[src/design/rdfs_pkg.sv]
// Shared types, constants and the arctangent table of the route distance summary block.
package rdfs_pkg;

    localparam int FEATURE_DEPTH = 64;
    localparam int CORDIC_STEPS  = 24;
    localparam int SQRT_STEPS    = 32;
    localparam int ADDR_W        = (FEATURE_DEPTH > 1) ? $clog2(FEATURE_DEPTH) : 1;
    localparam int FU_W          = $clog2(FEATURE_DEPTH + 1);
    localparam int ITER_W        = 5;
    localparam int CW            = 36;
    localparam int PW            = 72;
    localparam int SQW           = 64;

    localparam logic signed [CW-1:0] RAD_K       = 36'sd503056907;
    localparam logic signed [CW-1:0] PI_Q30      = 36'sd3373259426;
    localparam logic signed [CW-1:0] HALF_PI_Q30 = 36'sd1686629713;
    localparam logic signed [CW-1:0] CORDIC_X0   = 36'sd652032874;
    localparam logic [30:0]          ONE_Q30     = 31'd1073741824;
    localparam logic [23:0]          RADIUS_RST  = 24'd6371000;

    typedef enum logic [1:0] {
        CMD_LOAD   = 2'd0,
        CMD_POINT  = 2'd1,
        CMD_FINISH = 2'd2,
        CMD_CLEAR  = 2'd3
    } cmd_t;

    typedef enum logic [4:0] {
        OP_NOP,
        OP_LOAD,
        OP_CLEAR,
        OP_FINISH,
        OP_POINT,
        OP_ANG_SRC,
        OP_ANG_MUL,
        OP_ANG_RND,
        OP_FOLD,
        OP_ROT,
        OP_SAVE,
        OP_M_CC,
        OP_M_LAT,
        OP_M_LON,
        OP_CAP_LON,
        OP_M_CT,
        OP_SUM,
        OP_SQRT,
        OP_VEC_INIT,
        OP_VEC,
        OP_SEG_MUL,
        OP_ACC,
        OP_COMMIT
    } dp_op_t;

    typedef struct packed {
        dp_op_t             op;
        logic [1:0]         sel;
        logic [ITER_W-1:0]  iter;
    } dp_cmd_t;

    typedef struct packed {
        logic first_point;
        logic z_in_range;
        logic scan_done;
    } dp_sts_t;

    function automatic logic [29:0] atan_q30(input logic [ITER_W-1:0] i);
        logic [29:0] r;
        unique case (i)
            5'd0:  r = 30'h3243F6A8;
            5'd1:  r = 30'h1DAC6705;
            5'd2:  r = 30'h0FADBAFC;
            5'd3:  r = 30'h07F56EA6;
            5'd4:  r = 30'h03FEAB76;
            5'd5:  r = 30'h01FFD55B;
            5'd6:  r = 30'h00FFFAAA;
            5'd7:  r = 30'h007FFF55;
            5'd8:  r = 30'h003FFFEA;
            5'd9:  r = 30'h001FFFFD;
            5'd10: r = 30'h000FFFFF;
            5'd11: r = 30'h0007FFFF;
            5'd12: r = 30'h0003FFFF;
            5'd13: r = 30'h0001FFFF;
            5'd14: r = 30'h0000FFFF;
            5'd15: r = 30'h00007FFF;
            5'd16: r = 30'h00003FFF;
            5'd17: r = 30'h00001FFF;
            5'd18: r = 30'h00000FFF;
            5'd19: r = 30'h000007FF;
            5'd20: r = 30'h000003FF;
            5'd21: r = 30'h000001FF;
            5'd22: r = 30'h000000FF;
            5'd23: r = 30'h0000007F;
            5'd24: r = 30'h0000003F;
            5'd25: r = 30'h0000001F;
            5'd26: r = 30'h0000000F;
            5'd27: r = 30'h00000008;
            5'd28: r = 30'h00000004;
            5'd29: r = 30'h00000002;
            5'd30: r = 30'h00000001;
            default: r = 30'h00000000;
        endcase
        return r;
    endfunction

endpackage

[src/design/rdfs_ctrl.sv]
// Controller: sequences the datapath for each item and owns the result valid.
module rdfs_ctrl (
    input  logic                clk,
    input  logic                rst_n,
    input  logic                in_valid,
    output logic                in_ready,
    input  logic [1:0]          cmd,
    output logic                out_valid,
    input  logic                out_ready,
    output rdfs_pkg::dp_cmd_t   dp_cmd,
    input  rdfs_pkg::dp_sts_t   sts
);

    typedef enum logic [18:0] {
        S_IDLE     = 19'h00001,
        S_ANG_SRC  = 19'h00002,
        S_ANG_MUL  = 19'h00004,
        S_ANG_RND  = 19'h00008,
        S_FOLD     = 19'h00010,
        S_ROT      = 19'h00020,
        S_SAVE     = 19'h00040,
        S_M_CC     = 19'h00080,
        S_M_LAT    = 19'h00100,
        S_M_LON    = 19'h00200,
        S_CAP_LON  = 19'h00400,
        S_M_CT     = 19'h00800,
        S_SUM      = 19'h01000,
        S_SQRT     = 19'h02000,
        S_VEC_INIT = 19'h04000,
        S_VEC      = 19'h08000,
        S_SEG_MUL  = 19'h10000,
        S_ACC      = 19'h20000,
        S_WAIT     = 19'h40000
    } state_t;

    state_t                         state_reg, state_next;
    logic [1:0]                     sel_reg, sel_next;
    logic [rdfs_pkg::ITER_W-1:0]    iter_reg, iter_next;
    logic                           out_valid_reg, out_valid_next;
    logic                           accept;
    logic                           rot_last, sqrt_last;

    assign in_ready = (state_reg == S_IDLE) &&
                      (cmd != rdfs_pkg::CMD_FINISH || !out_valid_reg || out_ready);
    assign accept    = in_valid && in_ready;
    assign out_valid = out_valid_reg;
    assign rot_last  = iter_reg == rdfs_pkg::ITER_W'(rdfs_pkg::CORDIC_STEPS - 1);
    assign sqrt_last = iter_reg == rdfs_pkg::ITER_W'(rdfs_pkg::SQRT_STEPS - 1);

    always_comb
    begin
        state_next     = state_reg;
        sel_next       = sel_reg;
        iter_next      = iter_reg;
        out_valid_next = out_valid_reg && !out_ready;
        dp_cmd.op      = rdfs_pkg::OP_NOP;
        dp_cmd.sel     = sel_reg;
        dp_cmd.iter    = iter_reg;
        unique case (state_reg)
            S_IDLE:
            begin
                if (accept)
                begin
                    unique case (cmd)
                        rdfs_pkg::CMD_LOAD:   dp_cmd.op = rdfs_pkg::OP_LOAD;
                        rdfs_pkg::CMD_CLEAR:  dp_cmd.op = rdfs_pkg::OP_CLEAR;
                        rdfs_pkg::CMD_FINISH:
                        begin
                            dp_cmd.op      = rdfs_pkg::OP_FINISH;
                            out_valid_next = 1'b1;
                        end
                        default:
                        begin
                            dp_cmd.op  = rdfs_pkg::OP_POINT;
                            sel_next   = '0;
                            state_next = sts.first_point ? S_WAIT : S_ANG_SRC;
                        end
                    endcase
                end
            end
            S_ANG_SRC:
            begin
                dp_cmd.op  = rdfs_pkg::OP_ANG_SRC;
                state_next = S_ANG_MUL;
            end
            S_ANG_MUL:
            begin
                dp_cmd.op  = rdfs_pkg::OP_ANG_MUL;
                state_next = S_ANG_RND;
            end
            S_ANG_RND:
            begin
                dp_cmd.op  = rdfs_pkg::OP_ANG_RND;
                state_next = S_FOLD;
            end
            S_FOLD:
            begin
                dp_cmd.op = rdfs_pkg::OP_FOLD;
                if (sts.z_in_range)
                begin
                    iter_next  = '0;
                    state_next = S_ROT;
                end
            end
            S_ROT:
            begin
                dp_cmd.op = rdfs_pkg::OP_ROT;
                iter_next = iter_reg + 1'b1;
                if (rot_last)
                    state_next = S_SAVE;
            end
            S_SAVE:
            begin
                dp_cmd.op = rdfs_pkg::OP_SAVE;
                sel_next  = sel_reg + 1'b1;
                state_next = (sel_reg == 2'd3) ? S_M_CC : S_ANG_SRC;
            end
            S_M_CC:
            begin
                dp_cmd.op  = rdfs_pkg::OP_M_CC;
                state_next = S_M_LAT;
            end
            S_M_LAT:
            begin
                dp_cmd.op  = rdfs_pkg::OP_M_LAT;
                state_next = S_M_LON;
            end
            S_M_LON:
            begin
                dp_cmd.op  = rdfs_pkg::OP_M_LON;
                state_next = S_CAP_LON;
            end
            S_CAP_LON:
            begin
                dp_cmd.op  = rdfs_pkg::OP_CAP_LON;
                state_next = S_M_CT;
            end
            S_M_CT:
            begin
                dp_cmd.op  = rdfs_pkg::OP_M_CT;
                state_next = S_SUM;
            end
            S_SUM:
            begin
                dp_cmd.op  = rdfs_pkg::OP_SUM;
                iter_next  = '0;
                state_next = S_SQRT;
            end
            S_SQRT:
            begin
                dp_cmd.op = rdfs_pkg::OP_SQRT;
                iter_next = iter_reg + 1'b1;
                if (sqrt_last)
                    state_next = S_VEC_INIT;
            end
            S_VEC_INIT:
            begin
                dp_cmd.op  = rdfs_pkg::OP_VEC_INIT;
                iter_next  = '0;
                state_next = S_VEC;
            end
            S_VEC:
            begin
                dp_cmd.op = rdfs_pkg::OP_VEC;
                iter_next = iter_reg + 1'b1;
                if (rot_last)
                    state_next = S_SEG_MUL;
            end
            S_SEG_MUL:
            begin
                dp_cmd.op  = rdfs_pkg::OP_SEG_MUL;
                state_next = S_ACC;
            end
            S_ACC:
            begin
                dp_cmd.op  = rdfs_pkg::OP_ACC;
                state_next = S_WAIT;
            end
            S_WAIT:
            begin
                if (sts.scan_done)
                begin
                    dp_cmd.op  = rdfs_pkg::OP_COMMIT;
                    state_next = S_IDLE;
                end
            end
            default:
                state_next = S_IDLE;
        endcase
    end

    always_ff @(posedge clk or negedge rst_n)
    begin
        if (!rst_n)
        begin
            state_reg     <= S_IDLE;
            sel_reg       <= '0;
            iter_reg      <= '0;
            out_valid_reg <= 1'b0;
        end
        else
        begin
            state_reg     <= state_next;
            sel_reg       <= sel_next;
            iter_reg      <= iter_next;
            out_valid_reg <= out_valid_next;
        end
    end

`ifndef ASSERT_OFF
    a_finish_gives_result: assert property (@(posedge clk) disable iff (!rst_n)
        (accept && cmd == rdfs_pkg::CMD_FINISH) |=> out_valid_reg)
        else $error("finish beat did not raise a result");

    a_rot_bound: assert property (@(posedge clk) disable iff (!rst_n)
        (state_reg == S_ROT || state_reg == S_VEC) |->
        (iter_reg < rdfs_pkg::ITER_W'(rdfs_pkg::CORDIC_STEPS)))
        else $error("CORDIC step count overran");

    a_wait_scan: assert property (@(posedge clk) disable iff (!rst_n)
        (state_reg == S_WAIT && !sts.scan_done) |=> state_reg == S_WAIT)
        else $error("point committed before table scan finished");
`endif

endmodule

[config.mk]
export PLATFORM = sky130hd
export DESIGN_NAME = rdfs_ctrl
export DESIGN_NICKNAME = d
export VERILOG_FILES = /design/src/design/rdfs_pkg.sv /design/src/design/rdfs_ctrl.sv
export SDC_FILE = /design/constraint.sdc
export NUM_CORES = 1
export LEC_CHECK = 0
export BUFFER_PORTS_ARGS = -buffer_cell sky130_fd_sc_hd__clkbuf_2
export CAP_MARGIN = 20
export CORE_UTILIZATION = 47
export CTS_CLUSTER_DIAMETER = 30
export DETAILED_ROUTE_END_ITERATION = 6
export PLACE_DENSITY = 0.67
export SYNTH_ARGS = -nofsm -noshare
export SYNTH_HDL_FRONTEND = slang
export SYNTH_SLANG_ARGS = --single-unit
export TNS_END_PERCENT = 100
[constraint.sdc]
create_clock -name clk -period 3.57 [get_ports clk]
set_input_delay 0.714 -clock clk [delete_from_list [all_inputs] [get_ports clk]]
set_output_delay 0.714 -clock clk [all_outputs]
set_load 0.01 [all_outputs]
# Word level (Yosys, flattened, before mapping)
# Cells that the tools add are included.
[word_totals]
ff_bits = 27
word_cells = 76
input_bits = 9
[classes]
reduce_logical = 16
eq_ne = 32
addsub = 2
mux = 22
[op_table]
columns = ["cell", "n"]
rows = [
  ["one-hot mux 19 bit (19 select lines)", 1],
  ["two-way mux 19 bit", 8],
  ["one-hot mux 5 bit (19 select lines)", 1],
  ["equality test 19 x 1 -> 1 bit (second input constant)", 1],
  ["equality test 19 x 10 -> 1 bit (second input constant)", 1],
  ["equality test 19 x 11 -> 1 bit (second input constant)", 1],
  ["equality test 19 x 12 -> 1 bit (second input constant)", 1],
  ["equality test 19 x 13 -> 1 bit (second input constant)", 1],
  ["equality test 19 x 14 -> 1 bit (second input constant)", 1],
  ["equality test 19 x 15 -> 1 bit (second input constant)", 1],
  ["equality test 19 x 16 -> 1 bit (second input constant)", 1],
  ["equality test 19 x 17 -> 1 bit (second input constant)", 1],
  ["equality test 19 x 18 -> 1 bit (second input constant)", 1],
  ["equality test 19 bit (second input constant)", 1],
  ["equality test 19 x 2 -> 1 bit (second input constant)", 1],
  ["equality test 19 x 3 -> 1 bit (second input constant)", 1],
  ["equality test 19 x 4 -> 1 bit (second input constant)", 1],
  ["equality test 19 x 5 -> 1 bit (second input constant)", 1],
  ["equality test 19 x 6 -> 1 bit (second input constant)", 1],
  ["equality test 19 x 7 -> 1 bit (second input constant)", 1],
  ["equality test 19 x 8 -> 1 bit (second input constant)", 1],
  ["equality test 19 x 9 -> 1 bit (second input constant)", 1],
  ["!= test 2 bit (second input constant)", 8],
  ["one-hot mux 5 bit (3 select lines)", 1],
  ["other kinds (22)", 34],
]

# Depth between registers and ports, before layout
[depth]
word_depth = 7
depth_mapped = 8
ltp_nobuf = 7

# Worst setup path before layout
# OpenSTA, ideal clock, no wires.
[synth_timing]
path_kind = "flip-flop to output port"
startpoint = "reg state_reg[6]"
endpoint = "out dp_cmd[7] in the netlist's numbering"
required_ns = 2.856
setup_slack_ns = 0.740
arrival_time_ns = 2.116
path_buffers = 2
path_stages_with_launch = 9
cell_sequence = "dfrtp_1 buf_6 or4_4 buf_6 nor4_4 nand3_1 a311oi_1 nor4_1 nand3_1"
[synth_lines]
columns = ["element", "line", "rtl"]
rows = [
  ["start, declared", "rdfs_ctrl.sv:36", "state_t state_reg, state_next;"],
  ["start signal, assigned", "rdfs_ctrl.sv:203", "state_reg <= state_next;"],
  ["end, declared", "rdfs_ctrl.sv:10", "output rdfs_pkg::dp_cmd_t dp_cmd,"],
]

==> key figures <==
Outcome
  – Status: finished clean

Cells and area
  – Final-layout fill cell count: 369
  – Layout cells sized above 1: 25.5%
  – Core Util, Final: 55.4%
  – Antenna diode count: 0
  – Area Overhead vs Synth: 11.3%
  – Commonest cells after routing, fill and taps aside: 26 x dfrtp_1, 22 x clkbuf_2, 16 x nand2_1, 14 x nor2_1, 10 x nor3_1
  – Fin nets: 233
  – Number of flip-flops under the largest register name: 19
  – Most common cell after layout, fill and taps aside: dfrtp_1

Timing
  – Slew Viols, Final: 0
  – Final period util: 96.1%
  – Period minus WS final: 3.43 ns
  – Unrepaired setup endpoints after global routing: no
  – Relative slew slack: 55.8%
  – Fin. Hold Viols: 0
  – Total Neg Setup Slack: 0 ns
  – Layout Skew: 0.0104 ns
  – Peak Freq: 292 MHz
  – Worst Tran Pin Value: 0.662 ns
  – Finish-stage setup viols: 0

Worst setup path
  – WS Path Type: register to output pin
  – Worst Path Required: 2.86 ns
  – Critical path arrival: 2.72 ns
  – R2r endpoint: state_reg[16]
  – CP Capture Type: output pin
  – Reg2reg start: state_reg[9]
  – Worst Reg2Reg Path Length in Cells: 7
  – Crit Path Max Fanout: 8
  – Worst setup SP type: register
  – R2R Setup Slk: 1.08 ns

Yosys
  – Largest family of logic cells by synthesized area: simple AND/OR/NAND/NOR gates
  – Compound-Gate Fraction of Synth Area: 12.8%
  – XOR/XNOR Fraction of Synth Area: 4.26%
  – Yosys cell types: 59
  – Proportion of synthesized area in mux cells: 0%
  – Post-synthesis cell count: 195
  – Synthesized area per cell: 9.49 um^2
  – Post-Synth Simple-Gate Area: 40.3%
  – Fraction of registers with async set/reset: 100%
  – Seq cells post-synth: 27
  – Seq/Total Area, Yosys: 36.6%
  – Post-synth top flop: dfrtp_1
  – Post-synth net total: 207
  – Cell area after synthesis: 1850 um^2
  – Yosys warnings: 0
  – Adder-Cell Fraction of Synth Area: 2.03%
  – Post-synth EDFFs: 0

Routing
  – Vias: 1705
  – Detailed router's first-iteration violation count: 141
  – DRC violations left: 0
  – Antenna viol nets, final: 0
  – Vias per cell: 6.36
  – Post-Route WL: 4540 um
  – Average wire per standard cell: 16.9 um
  – DR pass1 iterations: 4

Global routing
  – Grt total ovfl: 0
  – Pin count of the biggest net entering global routing: 28
  – Vias in the first global route: 1607
  – Initial antenna violation count: 0
  – Total track usage: 24.3%
  – Global-route wire length before repair: 7720 um

Die
  – Core area: 3720 um^2
  – Io pins: 23
  – Chip height: 64.7 um
  – Full die area: 4190 um^2
  – Die Span X: 64.7 um
  – Initial Util: 49.8%
  – Row count: 22

CTS
  – Root buffer selected by CTS: clkbuf_8
  – Hold Buf Count CTS: 0
  – Clock Sink Count: 27
  – Post_cts resized: 0
  – Maximum root-to-sink buffer count: 2
  – Worst-Skew Late Latency: 0.28 ns
  – CTS Buf Count: 3
  – CTS tree: built
  – Post-CTS setup buffers: 0
  – Htree depth: 1
  – Clock slew at reported path FFs: 0.10 ns

Pwr
  – Pwr dens: 566 nW/um^2
  – Maximum vdd drop: 245 uV
  – Overall power: 1170 uW
  – Leakage power: 0.000899 uW

Placement
  – Input/output buffers: 22
  – GPL Wtd Cong: 0.914
  – Hpwl dp: 3550 um

Min path
  – Min-Delay Path Class: primary input to asynchronous set/reset pin

Job
  – Max cap viols: 0
cell type report:
cell class,count,area [um^2],share of cell area [%]
Clock buffer,4,45.0,2.19
Tap cell,48,60.1,2.92
Multi-Input combinational cell,156,1100,53.4
Sequential cell,27,677,32.9
Inverter,4,15.0,0.729
Timing Repair Buffer,29,163,7.90
per-stage QoR:
step / instances / area (um^2) / hold slack [ns] / setup WS, ns
6_report: 268 / 2060 / 0.448 / 0.139
5_1_grt: 268 / 2060 / 0.513 / 0.0183
4_1_cts: 266 / 2040 / 0.476 / 0.0207
3_5_place_dp: 262 / 2000 / 0.504 / 0.360
3_3_place_gp: 262 / 2000 / 0.500 / 0.492
2_1_floorplan: 195 / 1850 / 0.418 / 0.740
logic make-up (layout without fill, tap and decap cells):
group,after synthesis,count (layout)
xor gates and xnor gates,9,9
DFF,27,27
adders and majority gates,3,3
and+or+nand+nor,111,111
AOI/OAI and AO/OA,33,33
buffers and inverters,12,37
worst max-delay path, stage by stage (launching register included):
cell and delay [ns]:
dfrtp_1 0.50, or4_4 0.63, nor4_4 0.43, nand4b_1 0.31
a21boi_0 0.24, o2111ai_1 0.15, clkbuf_2 0.18
layer usage:
| metal | GRT usage, % | share of wire (%) | vias up |
|---|---|---|---|
| li1 | - | - | 792 |
| met3 | 4.23 | 7.1 | 16 |
| met2 | 39.6 | 46 | 72 |
| met1 | 31.5 | 43 | 825 |
| met5 | 0 | 0 | - |
| met4 | 10.0 | 3.4 | 0 |
where the power goes:
part / internal, uW / total, uW / switching (uW)
logic: 272 / 603 / 331
clock network: 80.0 / 174 / 93.6
registers: 342 / 389 / 47.4
total: 694 / 1170 / 472
how the worst max path moves through the flow:
stage	startpoint	to
after floorplan	state_reg[6]	dp_cmd[7]
after global placement	state_reg[9]	dp_cmd[8]
after global routing	state_reg[9]	dp_cmd[7]
final	state_reg[9]	dp_cmd[8]
after detailed placement	state_reg[9]	dp_cmd[8]
after CTS	state_reg[9]	dp_cmd[8]
synth_stat cells (3+ instances only):
master / count / area [um^2]
nor4b_1: 4 / 35.0
nor4_1: 8 / 50.1
ha_1: 3 / 37.5
nand2_1: 16 / 60.1
buf_6: 3 / 33.8
xnor2_1: 6 / 52.6
nor3b_1: 6 / 45.0
nor2_1: 14 / 52.6
o22ai_1: 4 / 25.0
or3_1: 3 / 18.8
o21ai_0: 9 / 45.0
nand3_1: 8 / 40.0
xor2_1: 3 / 26.3
or2_2: 3 / 18.8
dfrtp_1: 26 / 651
inv_1: 4 / 15.0
nand4_1: 6 / 37.5
nor4_4: 4 / 85.1
nand3b_1: 3 / 22.5
a21oi_1: 4 / 20.0
nor3_1: 10 / 50.1
nand2b_1: 3 / 18.8
No activity file was read; power rests on OpenSTA's default activity.
